[config.mk]
export PLATFORM = sky130hd
export DESIGN_NAME = energy_voice_activity_detector_flat
export DESIGN_NICKNAME = d
export VERILOG_FILES = /design/src/hdl/evad_pkg.sv /design/src/hdl/evad_if.sv /design/src/hdl/energy_voice_activity_detector.sv /design/src/hdl/evad_mul.sv /design/src/flat_wrapper.sv
export SDC_FILE = /design/constraint.sdc
export NUM_CORES = 2
export LEC_CHECK = 0
export BUFFER_PORTS_ARGS = -buffer_cell sky130_fd_sc_hd__buf_2
export CAP_MARGIN = 10
export CORE_UTILIZATION = 30
export CTS_BUF_LIST = sky130_fd_sc_hd__clkbuf_2
export CTS_CLUSTER_SIZE = 16
export DETAILED_ROUTE_END_ITERATION = 6
export MAX_ROUTING_LAYER = met4
export SYNTH_ARGS = -nofsm -noshare
export SYNTH_HDL_FRONTEND = slang
export SYNTH_SLANG_ARGS = --single-unit
[constraint.sdc]
create_clock -name clock -period 13 [get_ports clock]
set_input_delay 1.95 -clock clock [delete_from_list [all_inputs] [get_ports clock]]
set_output_delay 1.95 -clock clock [all_outputs]
set_load 0.02 [all_outputs]
[src/hdl/evad_pkg.sv]
// shared types and constants of the energy voice activity detector
package evad_pkg;

   localparam int BAND_W      = 32;
   localparam int ACC_W       = 40;
   localparam int NORM_W      = ACC_W + 1;
   localparam int P_W         = 6;
   localparam int E_W         = 20;
   localparam int CNT_W       = 4;
   localparam int RUN_W       = 8;
   localparam int EST_W       = 16;
   localparam int LME_W       = 14;
   localparam int INV_W       = 32;
   localparam int MARGIN_W    = 16;
   localparam int MUL_A_W     = NORM_W;
   localparam int MUL_B_W     = 16;
   localparam int PROD_W      = MUL_A_W + MUL_B_W;
   localparam int CSR_INDEX_W = 3;
   localparam int CSR_DATA_W  = 32;
   localparam int SUM_FRAC    = 16;
   localparam int OFFS_Q16    = 3800;

   localparam logic [P_W-1:0]     MSB_POS    = P_W'(NORM_W - 1);
   localparam logic [MUL_B_W-1:0] LN2_Q16    = 16'd45426;
   localparam logic [PROD_W-1:0]  ROUND_HALF = PROD_W'(32768);
   localparam logic [CNT_W-1:0]   FC_MAX     = '1;
   localparam logic [RUN_W-1:0]   RUN_MAX    = '1;
   localparam logic [E_W-1:0]     E_MAX      = '1;

   localparam logic [LME_W-1:0]    RST_LOG_MAX_ENERGY    = 14'd2048;
   localparam logic [INV_W-1:0]    RST_INV_ENERGY_SCALE  = 32'd4294967;
   localparam logic [MARGIN_W-1:0] RST_INV_REDUCTION     = 16'd655;
   localparam logic [MARGIN_W-1:0] RST_UPDATE_MARGIN     = 16'd5120;
   localparam logic [MARGIN_W-1:0] RST_SPEECH_MARGIN     = 16'd1152;
   localparam logic [RUN_W-1:0]    RST_MIN_SPEECH_FRAMES = 8'd3;
   localparam logic [RUN_W-1:0]    RST_HANGOVER_FRAMES   = 8'd6;

   typedef enum logic [CSR_INDEX_W-1:0] {
      CSR_LOG_MAX_ENERGY    = 3'd0,
      CSR_INV_ENERGY_SCALE  = 3'd1,
      CSR_INV_REDUCTION     = 3'd2,
      CSR_UPDATE_MARGIN     = 3'd3,
      CSR_SPEECH_MARGIN     = 3'd4,
      CSR_MIN_SPEECH_FRAMES = 3'd5,
      CSR_HANGOVER_FRAMES   = 3'd6
   } csr_index_type;

   typedef enum logic [1:0] {
      GAIN_32  = 2'd0,
      GAIN_64  = 2'd1,
      GAIN_128 = 2'd2
   } gain_type;

   typedef struct packed {
      logic [MUL_A_W-1:0] a;
      logic [MUL_B_W-1:0] b;
   } mul_req_type;

endpackage

[src/hdl/evad_if.sv]
// channel interfaces of the energy voice activity detector
interface evad_req_if import evad_pkg::*; ();
   logic              valid;
   logic              ready;
   logic [BAND_W-1:0] band_energy;
   logic              last_band;
   modport source (output valid, band_energy, last_band, input ready);
   modport sink (input valid, band_energy, last_band, output ready);
endinterface

interface evad_rsp_if import evad_pkg::*; ();
   logic           valid;
   logic           ready;
   logic           speech_active;
   logic [E_W-1:0] frame_log_energy;
   logic [E_W-1:0] noise_level;
   modport source (output valid, speech_active, frame_log_energy, noise_level, input ready);
   modport sink (input valid, speech_active, frame_log_energy, noise_level, output ready);
endinterface

interface evad_csr_if import evad_pkg::*; ();
   logic                   valid;
   logic                   ready;
   logic [CSR_INDEX_W-1:0] index;
   logic [CSR_DATA_W-1:0]  data;
   modport source (output valid, index, data, input ready);
   modport sink (input valid, index, data, output ready);
endinterface

[src/hdl/energy_voice_activity_detector.sv]
// top level of the energy voice activity detector
//
//  channel   dir  payload                                         handshake
//  req_chan  in   band_energy[31:0], last_band                    valid/ready
//  rsp_chan  out  speech_active, frame_log_energy, noise_level    valid/ready
//  csr_chan  in   index[2:0], data[31:0]                          valid/ready
//
// a band word without last_band is added into the saturating band sum
// a last band word holds req_chan off until its decision is registered; the hold is set by the one bit
// a cycle normaliser of the log unit (run twice in the first frames), the shared multiplier and
// a decision still waiting on rsp_chan; reset is synchronous; no clearing pass
// band words are taken while a decision waits on rsp_chan; a new decision waits for it
module energy_voice_activity_detector import evad_pkg::*; #(
   parameter int unsigned INIT_FRAMES   = 10,
   parameter int unsigned LOG_FRAC_BITS = 8
) (
   input logic        clock,
   input logic        reset,
   evad_req_if.sink   req_chan,
   evad_rsp_if.source rsp_chan,
   evad_csr_if.sink   csr_chan
);

   localparam int L2W  = LOG_FRAC_BITS + 7;
   localparam int LNW  = LOG_FRAC_BITS + 6;
   localparam int EW   = LNW + EST_W + 1;
   localparam int CW   = LOG_FRAC_BITS + 30;
   localparam int EFW  = LNW + 14;
   localparam int DW   = E_W + 1;
   localparam int NW   = E_W + 2;
   localparam int OFFS = (OFFS_Q16 + (1 << (15 - LOG_FRAC_BITS))) >> (16 - LOG_FRAC_BITS);
   localparam logic [L2W-1:0]   OFFS_L   = L2W'(OFFS);
   localparam logic [CNT_W-1:0] INIT_CNT = CNT_W'(INIT_FRAMES);

   typedef enum logic [3:0] {
      ST_IDLE,
      ST_NORM,
      ST_LN_MUL,
      ST_LN_RES,
      ST_EST,
      ST_GAIN,
      ST_RATIO_HI,
      ST_RATIO_LO,
      ST_RATIO_ADD,
      ST_EF,
      ST_EM,
      ST_DECIDE,
      ST_STEP_MUL,
      ST_STEP_RES,
      ST_FINISH
   } state_type;

   state_type state_ff, state_in;

   // configuration
   logic [LME_W-1:0]    log_max_energy_ff, log_max_energy_in;
   logic [INV_W-1:0]    inv_energy_scale_ff, inv_energy_scale_in;
   logic [MARGIN_W-1:0] inv_reduction_ff, inv_reduction_in;
   logic [MARGIN_W-1:0] update_margin_ff, update_margin_in;
   logic [MARGIN_W-1:0] speech_margin_ff, speech_margin_in;
   logic [RUN_W-1:0]    min_speech_frames_ff, min_speech_frames_in;
   logic [RUN_W-1:0]    hangover_frames_ff, hangover_frames_in;

   // frame state
   logic [ACC_W-1:0]        energy_sum_ff, energy_sum_in;
   logic [CNT_W-1:0]        frame_count_ff, frame_count_in;
   logic signed [EST_W-1:0] est_ff, est_in;
   gain_type                gain_ff, gain_in;
   logic [E_W-1:0]          noise_ff, noise_in;
   logic [RUN_W-1:0]        run_ff, run_in;
   logic [RUN_W-1:0]        hang_ff, hang_in;

   // working registers
   logic [ACC_W-1:0]      frame_sum_ff, frame_sum_in;
   logic [NORM_W-1:0]     norm_x_ff, norm_x_in;
   logic [P_W-1:0]        p_ff, p_in;
   logic                  second_ff, second_in;
   logic signed [L2W-1:0] l2_ff, l2_in;
   logic signed [LNW-1:0] ln_ff, ln_in;
   logic [PROD_W-1:0]     p1_ff, p1_in;
   logic [E_W-1:0]        ef_ff, ef_in;
   logic                  speech_ff, speech_in;

   // result register
   logic           rsp_valid_ff, rsp_valid_in;
   logic           rsp_speech_ff, rsp_speech_in;
   logic [E_W-1:0] rsp_energy_ff, rsp_energy_in;
   logic [E_W-1:0] rsp_noise_ff, rsp_noise_in;

   mul_req_type       mul_req;
   logic [PROD_W-1:0] product;

   // datapath terms
   logic [NORM_W-1:0]     sum_wide;
   logic [ACC_W-1:0]      sum_sat;
   logic signed [6:0]     p_rel;
   logic [LOG_FRAC_BITS-1:0] frac;
   logic signed [L2W-1:0] l2_calc;
   logic [L2W-1:0]        l2_mag;
   logic [PROD_W-1:0]     ln_rnd;
   logic [LNW-1:0]        ln_r;
   logic signed [LNW-1:0] ln_calc;
   logic signed [EW-1:0]  est_sum;
   logic signed [EW-1:0]  est_v;
   logic [EST_W-1:0]      est_calc;
   logic signed [CW-1:0]  gain_lhs, gain_rhs, gain_rhs6, gain_rhs7;
   logic [PROD_W-1:0]     ratio_t;
   logic [NORM_W-1:0]     ratio_x;
   logic [2:0]            gain_shift;
   logic [EFW-1:0]        ef_wide;
   logic [E_W-1:0]        ef_calc;
   logic [DW-1:0]         em_avg;
   logic signed [DW-1:0]  d;
   logic [DW-1:0]         d_mag;
   logic signed [CW-1:0]  d_scaled, sm_scaled, um_scaled;
   logic                  is_speech, do_update;
   logic [RUN_W-1:0]      hang_cur;
   logic [DW-1:0]         step;
   logic signed [NW-1:0]  noise_step;
   logic [E_W-1:0]        noise_calc;

   evad_mul u_mul (
      .clock      (clock),
      .mul_req    (mul_req),
      .product_ff (product)
   );

   assign req_chan.ready            = (state_ff == ST_IDLE);
   assign csr_chan.ready            = 1'b1;
   assign rsp_chan.valid            = rsp_valid_ff;
   assign rsp_chan.speech_active    = rsp_speech_ff;
   assign rsp_chan.frame_log_energy = rsp_energy_ff;
   assign rsp_chan.noise_level      = rsp_noise_ff;

   // saturating band sum
   assign sum_wide = {1'b0, energy_sum_ff} + NORM_W'(req_chan.band_energy);
   assign sum_sat  = sum_wide[NORM_W-1] ? '1 : sum_wide[ACC_W-1:0];

   // base-2 log from the normalised word
   assign p_rel   = (norm_x_ff == '0) ? -7'sd17
                                      : signed'({1'b0, p_ff}) - 7'(SUM_FRAC);
   assign frac    = norm_x_ff[NORM_W-2 -: LOG_FRAC_BITS];
   assign l2_calc = (L2W'(p_rel) <<< LOG_FRAC_BITS) + L2W'(frac) + OFFS_L;
   assign l2_mag  = l2_ff[L2W-1] ? unsigned'(-l2_ff) : unsigned'(l2_ff);

   // scale by ln2, round half away from zero
   assign ln_rnd  = product + ROUND_HALF;
   assign ln_r    = ln_rnd[16 +: LNW];
   assign ln_calc = l2_ff[L2W-1] ? -signed'(ln_r) : signed'(ln_r);

   // initial estimate, floor average and clamp
   assign est_sum = EW'(est_ff) + EW'(ln_ff);
   assign est_v   = (frame_count_ff == '0) ? EW'(ln_ff) : (est_sum >>> 1);

   always_comb begin
      if (est_v > EW'(32767)) begin
         est_calc = 16'h7FFF;
      end else if (est_v < EW'(-32768)) begin
         est_calc = 16'h8000;
      end else begin
         est_calc = est_v[EST_W-1:0];
      end
   end

   // gain thresholds at 6/9 and 7/9
   assign gain_lhs  = (CW'(est_ff) <<< 11) + (CW'(est_ff) <<< 8);
   assign gain_rhs  = signed'(CW'(log_max_energy_ff)) <<< LOG_FRAC_BITS;
   assign gain_rhs6 = (gain_rhs <<< 2) + (gain_rhs <<< 1);
   assign gain_rhs7 = (gain_rhs <<< 3) - gain_rhs;

   // sum / w with the split inverse
   assign ratio_t = p1_ff + (product >> 16);
   assign ratio_x = ratio_t[PROD_W-1 -: NORM_W] + NORM_W'(1 << SUM_FRAC);

   // frame energy
   always_comb begin
      unique case (gain_ff)
         GAIN_32: gain_shift = 3'd5;
         GAIN_64: gain_shift = 3'd6;
         default: gain_shift = 3'd7;
      endcase
   end

   assign ef_wide = EFW'(unsigned'(ln_ff)) << gain_shift;

   always_comb begin
      if (ln_ff[LNW-1]) begin
         ef_calc = '0;
      end else if (ef_wide > EFW'(E_MAX)) begin
         ef_calc = E_MAX;
      end else begin
         ef_calc = ef_wide[E_W-1:0];
      end
   end

   assign em_avg = DW'(noise_ff) + DW'(ef_ff);

   // decision terms
   assign d         = signed'({1'b0, ef_ff}) - signed'({1'b0, noise_ff});
   assign d_mag     = d[DW-1] ? unsigned'(-d) : unsigned'(d);
   assign d_scaled  = CW'(d) <<< 8;
   assign sm_scaled = signed'(CW'(speech_margin_ff)) <<< LOG_FRAC_BITS;
   assign um_scaled = signed'(CW'(update_margin_ff)) <<< LOG_FRAC_BITS;
   assign is_speech = d_scaled > sm_scaled;
   assign do_update = d_scaled < um_scaled;
   assign hang_cur  = (run_ff > min_speech_frames_ff) ? hangover_frames_ff : hang_ff;

   // noise adaptation step
   assign step       = product[16 +: DW];
   assign noise_step = d[DW-1] ? signed'(NW'(noise_ff)) - signed'(NW'(step))
                               : signed'(NW'(noise_ff)) + signed'(NW'(step));

   always_comb begin
      if (noise_step < 0) begin
         noise_calc = '0;
      end else if (noise_step > signed'(NW'(E_MAX))) begin
         noise_calc = E_MAX;
      end else begin
         noise_calc = noise_step[E_W-1:0];
      end
   end

   always_comb begin
      state_in             = state_ff;
      log_max_energy_in    = log_max_energy_ff;
      inv_energy_scale_in  = inv_energy_scale_ff;
      inv_reduction_in     = inv_reduction_ff;
      update_margin_in     = update_margin_ff;
      speech_margin_in     = speech_margin_ff;
      min_speech_frames_in = min_speech_frames_ff;
      hangover_frames_in   = hangover_frames_ff;
      energy_sum_in        = energy_sum_ff;
      frame_count_in       = frame_count_ff;
      est_in               = est_ff;
      gain_in              = gain_ff;
      noise_in             = noise_ff;
      run_in               = run_ff;
      hang_in              = hang_ff;
      frame_sum_in         = frame_sum_ff;
      norm_x_in            = norm_x_ff;
      p_in                 = p_ff;
      second_in            = second_ff;
      l2_in                = l2_ff;
      ln_in                = ln_ff;
      p1_in                = p1_ff;
      ef_in                = ef_ff;
      speech_in            = speech_ff;
      rsp_valid_in         = rsp_valid_ff;
      rsp_speech_in        = rsp_speech_ff;
      rsp_energy_in        = rsp_energy_ff;
      rsp_noise_in         = rsp_noise_ff;
      mul_req.a            = MUL_A_W'(frame_sum_ff);
      mul_req.b            = inv_energy_scale_ff[INV_W-1 -: MUL_B_W];

      if (csr_chan.valid) begin
         unique case (csr_chan.index)
            CSR_LOG_MAX_ENERGY:    log_max_energy_in    = csr_chan.data[LME_W-1:0];
            CSR_INV_ENERGY_SCALE:  inv_energy_scale_in  = csr_chan.data[INV_W-1:0];
            CSR_INV_REDUCTION:     inv_reduction_in     = csr_chan.data[MARGIN_W-1:0];
            CSR_UPDATE_MARGIN:     update_margin_in     = csr_chan.data[MARGIN_W-1:0];
            CSR_SPEECH_MARGIN:     speech_margin_in     = csr_chan.data[MARGIN_W-1:0];
            CSR_MIN_SPEECH_FRAMES: min_speech_frames_in = csr_chan.data[RUN_W-1:0];
            CSR_HANGOVER_FRAMES:   hangover_frames_in   = csr_chan.data[RUN_W-1:0];
            default: ;
         endcase
      end

      if (rsp_valid_ff && rsp_chan.ready) begin
         rsp_valid_in = 1'b0;
      end

      unique case (state_ff)
         ST_IDLE: begin
            if (req_chan.valid) begin
               if (!req_chan.last_band) begin
                  energy_sum_in = sum_sat;
               end else begin
                  energy_sum_in = '0;
                  frame_sum_in  = sum_sat;
                  if (frame_count_ff < INIT_CNT) begin
                     norm_x_in = {1'b0, sum_sat};
                     p_in      = MSB_POS;
                     second_in = 1'b0;
                     state_in  = ST_NORM;
                  end else begin
                     state_in = ST_RATIO_HI;
                  end
               end
            end
         end
         ST_NORM: begin
            if ((norm_x_ff == '0) || norm_x_ff[NORM_W-1]) begin
               l2_in    = l2_calc;
               state_in = ST_LN_MUL;
            end else begin
               norm_x_in = norm_x_ff << 1;
               p_in      = p_ff - 1'b1;
            end
         end
         ST_LN_MUL: begin
            mul_req.a = MUL_A_W'(l2_mag);
            mul_req.b = LN2_Q16;
            state_in  = ST_LN_RES;
         end
         ST_LN_RES: begin
            ln_in    = ln_calc;
            state_in = second_ff ? ST_EF : ST_EST;
         end
         ST_EST: begin
            est_in   = signed'(est_calc);
            state_in = ST_GAIN;
         end
         ST_GAIN: begin
            priority if (gain_lhs < gain_rhs6) begin
               gain_in = GAIN_32;
            end else if (gain_lhs < gain_rhs7) begin
               gain_in = GAIN_64;
            end else begin
               gain_in = GAIN_128;
            end
            state_in = ST_RATIO_HI;
         end
         ST_RATIO_HI: begin
            state_in = ST_RATIO_LO;
         end
         ST_RATIO_LO: begin
            p1_in     = product;
            mul_req.b = inv_energy_scale_ff[MUL_B_W-1:0];
            state_in  = ST_RATIO_ADD;
         end
         ST_RATIO_ADD: begin
            norm_x_in = ratio_x;
            p_in      = MSB_POS;
            second_in = 1'b1;
            state_in  = ST_NORM;
         end
         ST_EF: begin
            ef_in    = ef_calc;
            state_in = ST_EM;
         end
         ST_EM: begin
            if (frame_count_ff == '0) begin
               noise_in = ef_ff;
            end else if (frame_count_ff < INIT_CNT) begin
               noise_in = em_avg[DW-1:1];
            end
            state_in = ST_DECIDE;
         end
         ST_DECIDE: begin
            if (is_speech) begin
               if (run_ff != RUN_MAX) begin
                  run_in = run_ff + 1'b1;
               end
               speech_in = 1'b1;
            end else begin
               run_in = '0;
               if (hang_cur == '0) begin
                  hang_in   = hang_cur;
                  speech_in = 1'b0;
               end else begin
                  hang_in   = hang_cur - 1'b1;
                  speech_in = 1'b1;
               end
            end
            state_in = do_update ? ST_STEP_MUL : ST_FINISH;
         end
         ST_STEP_MUL: begin
            mul_req.a = MUL_A_W'(d_mag);
            mul_req.b = inv_reduction_ff;
            state_in  = ST_STEP_RES;
         end
         ST_STEP_RES: begin
            noise_in = noise_calc;
            state_in = ST_FINISH;
         end
         ST_FINISH: begin
            if (!rsp_valid_ff || rsp_chan.ready) begin
               rsp_valid_in  = 1'b1;
               rsp_speech_in = speech_ff;
               rsp_energy_in = ef_ff;
               rsp_noise_in  = noise_ff;
               if (frame_count_ff != FC_MAX) begin
                  frame_count_in = frame_count_ff + 1'b1;
               end
               state_in = ST_IDLE;
            end
         end
         default: begin
            state_in = ST_IDLE;
         end
      endcase
   end

   always_ff @(posedge clock) begin
      if (reset) begin
         state_ff             <= ST_IDLE;
         log_max_energy_ff    <= RST_LOG_MAX_ENERGY;
         inv_energy_scale_ff  <= RST_INV_ENERGY_SCALE;
         inv_reduction_ff     <= RST_INV_REDUCTION;
         update_margin_ff     <= RST_UPDATE_MARGIN;
         speech_margin_ff     <= RST_SPEECH_MARGIN;
         min_speech_frames_ff <= RST_MIN_SPEECH_FRAMES;
         hangover_frames_ff   <= RST_HANGOVER_FRAMES;
         energy_sum_ff        <= '0;
         frame_count_ff       <= '0;
         est_ff               <= '0;
         gain_ff              <= GAIN_32;
         noise_ff             <= '0;
         run_ff               <= '0;
         hang_ff              <= '0;
         rsp_valid_ff         <= 1'b0;
      end else begin
         state_ff             <= state_in;
         log_max_energy_ff    <= log_max_energy_in;
         inv_energy_scale_ff  <= inv_energy_scale_in;
         inv_reduction_ff     <= inv_reduction_in;
         update_margin_ff     <= update_margin_in;
         speech_margin_ff     <= speech_margin_in;
         min_speech_frames_ff <= min_speech_frames_in;
         hangover_frames_ff   <= hangover_frames_in;
         energy_sum_ff        <= energy_sum_in;
         frame_count_ff       <= frame_count_in;
         est_ff               <= est_in;
         gain_ff              <= gain_in;
         noise_ff             <= noise_in;
         run_ff               <= run_in;
         hang_ff              <= hang_in;
         rsp_valid_ff         <= rsp_valid_in;
         frame_sum_ff         <= frame_sum_in;
         norm_x_ff            <= norm_x_in;
         p_ff                 <= p_in;
         second_ff            <= second_in;
         l2_ff                <= l2_in;
         ln_ff                <= ln_in;
         p1_ff                <= p1_in;
         ef_ff                <= ef_in;
         speech_ff            <= speech_in;
         rsp_speech_ff        <= rsp_speech_in;
         rsp_energy_ff        <= rsp_energy_in;
         rsp_noise_ff         <= rsp_noise_in;
      end
   end

endmodule

[src/hdl/evad_mul.sv]
// shared registered multiplier of the detector datapath
module evad_mul import evad_pkg::*; (
   input  logic              clock,
   input  mul_req_type       mul_req,
   output logic [PROD_W-1:0] product_ff
);

   logic [PROD_W-1:0] product_in;

   assign product_in = PROD_W'(mul_req.a) * PROD_W'(mul_req.b);

   always_ff @(posedge clock) begin
      product_ff <= product_in;
   end

endmodule

[src/flat_wrapper.sv]
// flat-port wrapper written by rule: the top's interface ports become plain ports
module energy_voice_activity_detector_flat import evad_pkg::*;
#(
   parameter int unsigned INIT_FRAMES   = 10,
   parameter int unsigned LOG_FRAC_BITS = 8
)
  (clock, reset, req_chan_valid, req_chan_band_energy, req_chan_last_band, req_chan_ready, rsp_chan_valid, rsp_chan_speech_active, rsp_chan_frame_log_energy, rsp_chan_noise_level, rsp_chan_ready, csr_chan_valid, csr_chan_index, csr_chan_data, csr_chan_ready);
  evad_req_if req_chan_i ();
  evad_rsp_if rsp_chan_i ();
  evad_csr_if csr_chan_i ();
  input logic clock;
  input logic reset;
  input wire logic [$bits(req_chan_i.valid)-1:0] req_chan_valid;
  input wire logic [$bits(req_chan_i.band_energy)-1:0] req_chan_band_energy;
  input wire logic [$bits(req_chan_i.last_band)-1:0] req_chan_last_band;
  output wire logic [$bits(req_chan_i.ready)-1:0] req_chan_ready;
  output wire logic [$bits(rsp_chan_i.valid)-1:0] rsp_chan_valid;
  output wire logic [$bits(rsp_chan_i.speech_active)-1:0] rsp_chan_speech_active;
  output wire logic [$bits(rsp_chan_i.frame_log_energy)-1:0] rsp_chan_frame_log_energy;
  output wire logic [$bits(rsp_chan_i.noise_level)-1:0] rsp_chan_noise_level;
  input wire logic [$bits(rsp_chan_i.ready)-1:0] rsp_chan_ready;
  input wire logic [$bits(csr_chan_i.valid)-1:0] csr_chan_valid;
  input wire logic [$bits(csr_chan_i.index)-1:0] csr_chan_index;
  input wire logic [$bits(csr_chan_i.data)-1:0] csr_chan_data;
  output wire logic [$bits(csr_chan_i.ready)-1:0] csr_chan_ready;
  assign req_chan_i.valid = req_chan_valid;
  assign req_chan_i.band_energy = req_chan_band_energy;
  assign req_chan_i.last_band = req_chan_last_band;
  assign req_chan_ready = req_chan_i.ready;
  assign rsp_chan_valid = rsp_chan_i.valid;
  assign rsp_chan_speech_active = rsp_chan_i.speech_active;
  assign rsp_chan_frame_log_energy = rsp_chan_i.frame_log_energy;
  assign rsp_chan_noise_level = rsp_chan_i.noise_level;
  assign rsp_chan_i.ready = rsp_chan_ready;
  assign csr_chan_i.valid = csr_chan_valid;
  assign csr_chan_i.index = csr_chan_index;
  assign csr_chan_i.data = csr_chan_data;
  assign csr_chan_ready = csr_chan_i.ready;
  energy_voice_activity_detector #(.INIT_FRAMES(INIT_FRAMES), .LOG_FRAC_BITS(LOG_FRAC_BITS)) u_core (.clock(clock), .reset(reset), .req_chan(req_chan_i), .rsp_chan(rsp_chan_i), .csr_chan(csr_chan_i));
endmodule
==> metrics.csv <==
stage,metric,value,unit
yosys,synthesized area per cell,8.72,µm²
yosys,Cells after Synth,5873,
layout,fillers,17646,
setup_path,most frequent CP cell,fa_1,
setup_path,WP buf/inv,4,
cts,TritonCTS Buffers,134,
timing,final setup margin,1.17,ns
floorplan,I/O pins,117,
yosys,Yosys reg bits,498,
drt,via/cell ratio,5.20,
global_routing,global-route wire length before repair,259000,µm
pwr,VDD IR max,139,µV
cts,clk_lat worst skew,1.49,ns
global_routing,largest net degree at the start of global routing,76,
yosys,Synth area leaders,"fa_1, edfxtp_1, dfxtp_1",
floorplan,Initial Util,30.2,%
global_routing,initial antenna violation count,16,
floorplan,die width,415,µm
min_path,worst min path class,flop to flop,
timing,WHS,0.411,ns
drt,DR vias,43171,
run_status,status,finished clean,
timing,# setup viols final,0,
cts,# hold bufs at CTS,0,
timing,max-slew violations,0,
setup_path,Setup Crit Path Kind,flop to flop,
floorplan,core area,169000,µm²
cts,Clock transition at path regs,0.11,ns
drt,Routed WL,171000,µm
layout,fin cells,8299,
floorplan,die height,415,µm
cts,PostCTS Resize Cnt,0,
placed_design,Final HPWL DP,130000,µm
timing,minimum clock period,11.83,ns
cts,post-CTS setup buffer count,0,
timing,worst clock skew,0.126,ns
setup_path,Worst path slowest cell,a211oi_1,
placed_design,DP Worst Slack,1.54,ns
drt,initial DRC count,3911,
yosys,post-synthesis sequential area ratio,23.9,%
yosys,Post-Syn Area,51200,µm²
timing,Final TNS setup,0,ns
global_routing,Total GRT Usage,20.1,%
global_routing,total gr overflow,0,
pwr,Leak Pwr,24.5,nW
timing,Slew @ Worst Pin,1.11,ns
timing,Slew HR,25.6,%
setup_path,CP top delay family,adder cells,
placed_design,IO Port Bufs,115,
yosys,Yosys top cell area share,21.0,%
drt,post-route ant nets,0,
setup_path,Worst path max stage delay,0.82,ns
drt,routed length per placed instance,20.6,µm
layout,synthesis-to-finish area growth,8.77,%
timing,final worst-path cycle share,91.0,%
yosys,number of synthesized flops with an enable pin,229,
global_routing,vias in the first global route,42621,
yosys,ys async rst share,0,%
timing,Final Hold Viols,0,
pwr,total chip power,8.46,mW
pwr,Power Density,152,nW/µm²
drt,DRC violations left,0,
cts,worst-case clock buffer depth,3,
cts,CTS H-tree lvls,4,
setup_path,critical path arrival,13.16,ns
layout,Final Util,32.9,%
yosys,unique cell type count in the Yosys netlist,105,
cts,clock tree sinks,498,
yosys,number of synthesis warnings,0,
cts,clock root buffer,clkbuf_2,
placed_design,GP Congestion,0.955,
setup_path,Setup crit start kind,flop,
setup_path,CP max FO,14,
floorplan,FP Rows,151,
yosys,ys flop type,dfxtp_1,
timing,RSZ-0062 raised after global routing,false,
setup_path,Critical Path RT,14.32,ns
placed_design,placed cell count,8039,
flow_run,Max Cap Viol,0,
timing,FMAX,84.5,MHz
layout,share of post-route cells with drive strength above 1,8.52,%
drt,First-pass DRT Iterations,6,
setup_path,Crit. End Element,flop,
yosys,Yosys top cell by area,fa_1,
layout,final instance area,55700,µm²
floorplan,die area,172000,µm²
layout,Nets,6974,
cts,CTS tree,built,
placed_design,dpl cell area,54300,µm²
state kept, by name (all words and copies together), names as in the netlist, 6 cells and up:
name,flops
u_core.min_speech_frames_ff,8
u_core.inv_energy_scale_ff,32
u_core.norm_x_ff,41
u_core.est_ff,16
u_core.hangover_frames_ff,8
u_core.rsp_chan.frame_log_energy,17
u_core.noise_ff,20
u_core.p1_ff,56
u_core.update_margin_ff,16
u_core.u_mul.product_ff,56
u_core.run_ff,8
u_core.ln_ff,14
u_core.l2_ff,15
u_core.hang_ff,8
u_core.ef_ff,17
u_core.rsp_chan.noise_level,20
u_core.p_ff,6
u_core.speech_margin_ff,16
u_core.inv_reduction_ff,16
u_core.frame_sum_ff,40
u_core.log_max_energy_ff,14
u_core.energy_sum_ff,40
cells by family (layout without fill, tap and decap cells):
logic type      count (synthesis)  after routing  share of synthesized area [%]
fa+ha+maj                     944            944                           30.9
flops                         498            498                           23.9
xor+xnor                      282            282                           4.87
simple gates                 1994           1994                           17.4
mux                            42             42                          0.833
compound gates               1125           1125                           14.7
buf+inv                       986           1177                           7.35
other cells                     2             19                         0.0147
layer usage:
metal / share of wire (%) / vias up / track usage [%]
met3: 7.9 / 289 / 4.03
met5: 0 / - / -
met2: 46 / 1608 / 31.3
li1: - / 19884 / -
met4: 3.2 / 0 / 7.16
met1: 43 / 21390 / 25.9
where the power goes:
part / switching [mW] / internal (mW) / leakage (nW) / total (mW)
clock: 0.749 / 0.500 / 0.953 / 1.25
sequential: 0.213 / 1.88 / 4.30 / 2.10
combinational: 3.15 / 1.97 / 19.2 / 5.12
Yosys cell counts, types with 25 or more instances:
| cell type | count |
|---|---|
| edfxtp_1 | 229 |
| nand3_1 | 98 |
| nor2_1 | 418 |
| o21a_1 | 41 |
| xnor2_1 | 174 |
| dfxtp_1 | 269 |
| a22oi_1 | 68 |
| o21ai_0 | 177 |
| fa_1 | 537 |
| a21o_1 | 86 |
| inv_1 | 726 |
| mux2i_1 | 37 |
| a211oi_1 | 48 |
| nand2b_1 | 44 |
| o21bai_1 | 40 |
| nand4_1 | 50 |
| nor3_1 | 88 |
| and3_1 | 30 |
| a31oi_1 | 30 |
| nand2_1 | 981 |
| nor2b_1 | 50 |
| a21oi_1 | 347 |
| o211ai_1 | 26 |
| xor2_1 | 105 |
| ha_1 | 407 |
| clkbuf_1 | 212 |
| and2_1 | 106 |
| o31ai_1 | 31 |
| nor4_1 | 25 |
worst reg2reg max path, delay by kind of cell (launching register included):
| kind | cells | cell delay, ns |
|---|---|---|
| AOI/OAI and AO/OA | 10 | 3.43 |
| xor gates and xnor gates | 3 | 1.08 |
| buffers and inverters | 4 | 0.34 |
| DFF | 1 | 0.57 |
| adders and majority gates | 9 | 4.07 |
| and+or+nand+nor | 7 | 2.21 |
area by class of cell:
type / count / area, µm² / area share [%]
clock buffer: 187 / 936 / 1.68
inverter: 727 / 2730 / 4.90
sequential: 498 / 12300 / 22.0
clock inverter: 57 / 402 / 0.721
antenna: 16 / 40.0 / 0.0719
tap: 2218 / 2780 / 4.98
multi-input combinational: 4390 / 35300 / 63.4
timing repair buffer: 206 / 1260 / 2.27
worst paths after layout:
check | startpoint | to | slack [ns] | cells after the start
worst min register to register | u_core.u_mul.product_ff[5] | u_core.p1_ff[5] | 0.41 | 0
worst min-delay path | u_core.u_mul.product_ff[5] | u_core.p1_ff[5] | 0.41 | 0
worst max-delay path | u_core.ef_ff[3] | u_core.u_mul.product_ff[54] | 1.17 | 33
worst max register to register | u_core.ef_ff[3] | u_core.u_mul.product_ff[54] | 1.17 | 33
placed cells by master, fill, tap and decap left out, types with 41 or more instances in the layout:
| master | count |
|---|---|
| o21ai_0 | 175 |
| fa_1 | 537 |
| a211oi_1 | 48 |
| and2_1 | 106 |
| dfxtp_1 | 269 |
| a21oi_1 | 347 |
| inv_1 | 726 |
| nor2_1 | 410 |
| a21o_1 | 86 |
| buf_4 | 91 |
| nand3_1 | 98 |
| nor3_1 | 81 |
| nand2_1 | 978 |
| buf_2 | 114 |
| xor2_1 | 105 |
| ha_1 | 407 |
| a22oi_1 | 68 |
| clkbuf_2 | 187 |
| o21a_1 | 41 |
| xnor2_1 | 174 |
| nor2b_1 | 50 |
| nand2b_1 | 44 |
| edfxtp_1 | 229 |
| nand4_1 | 50 |
(Power assumes the default switching activity.)
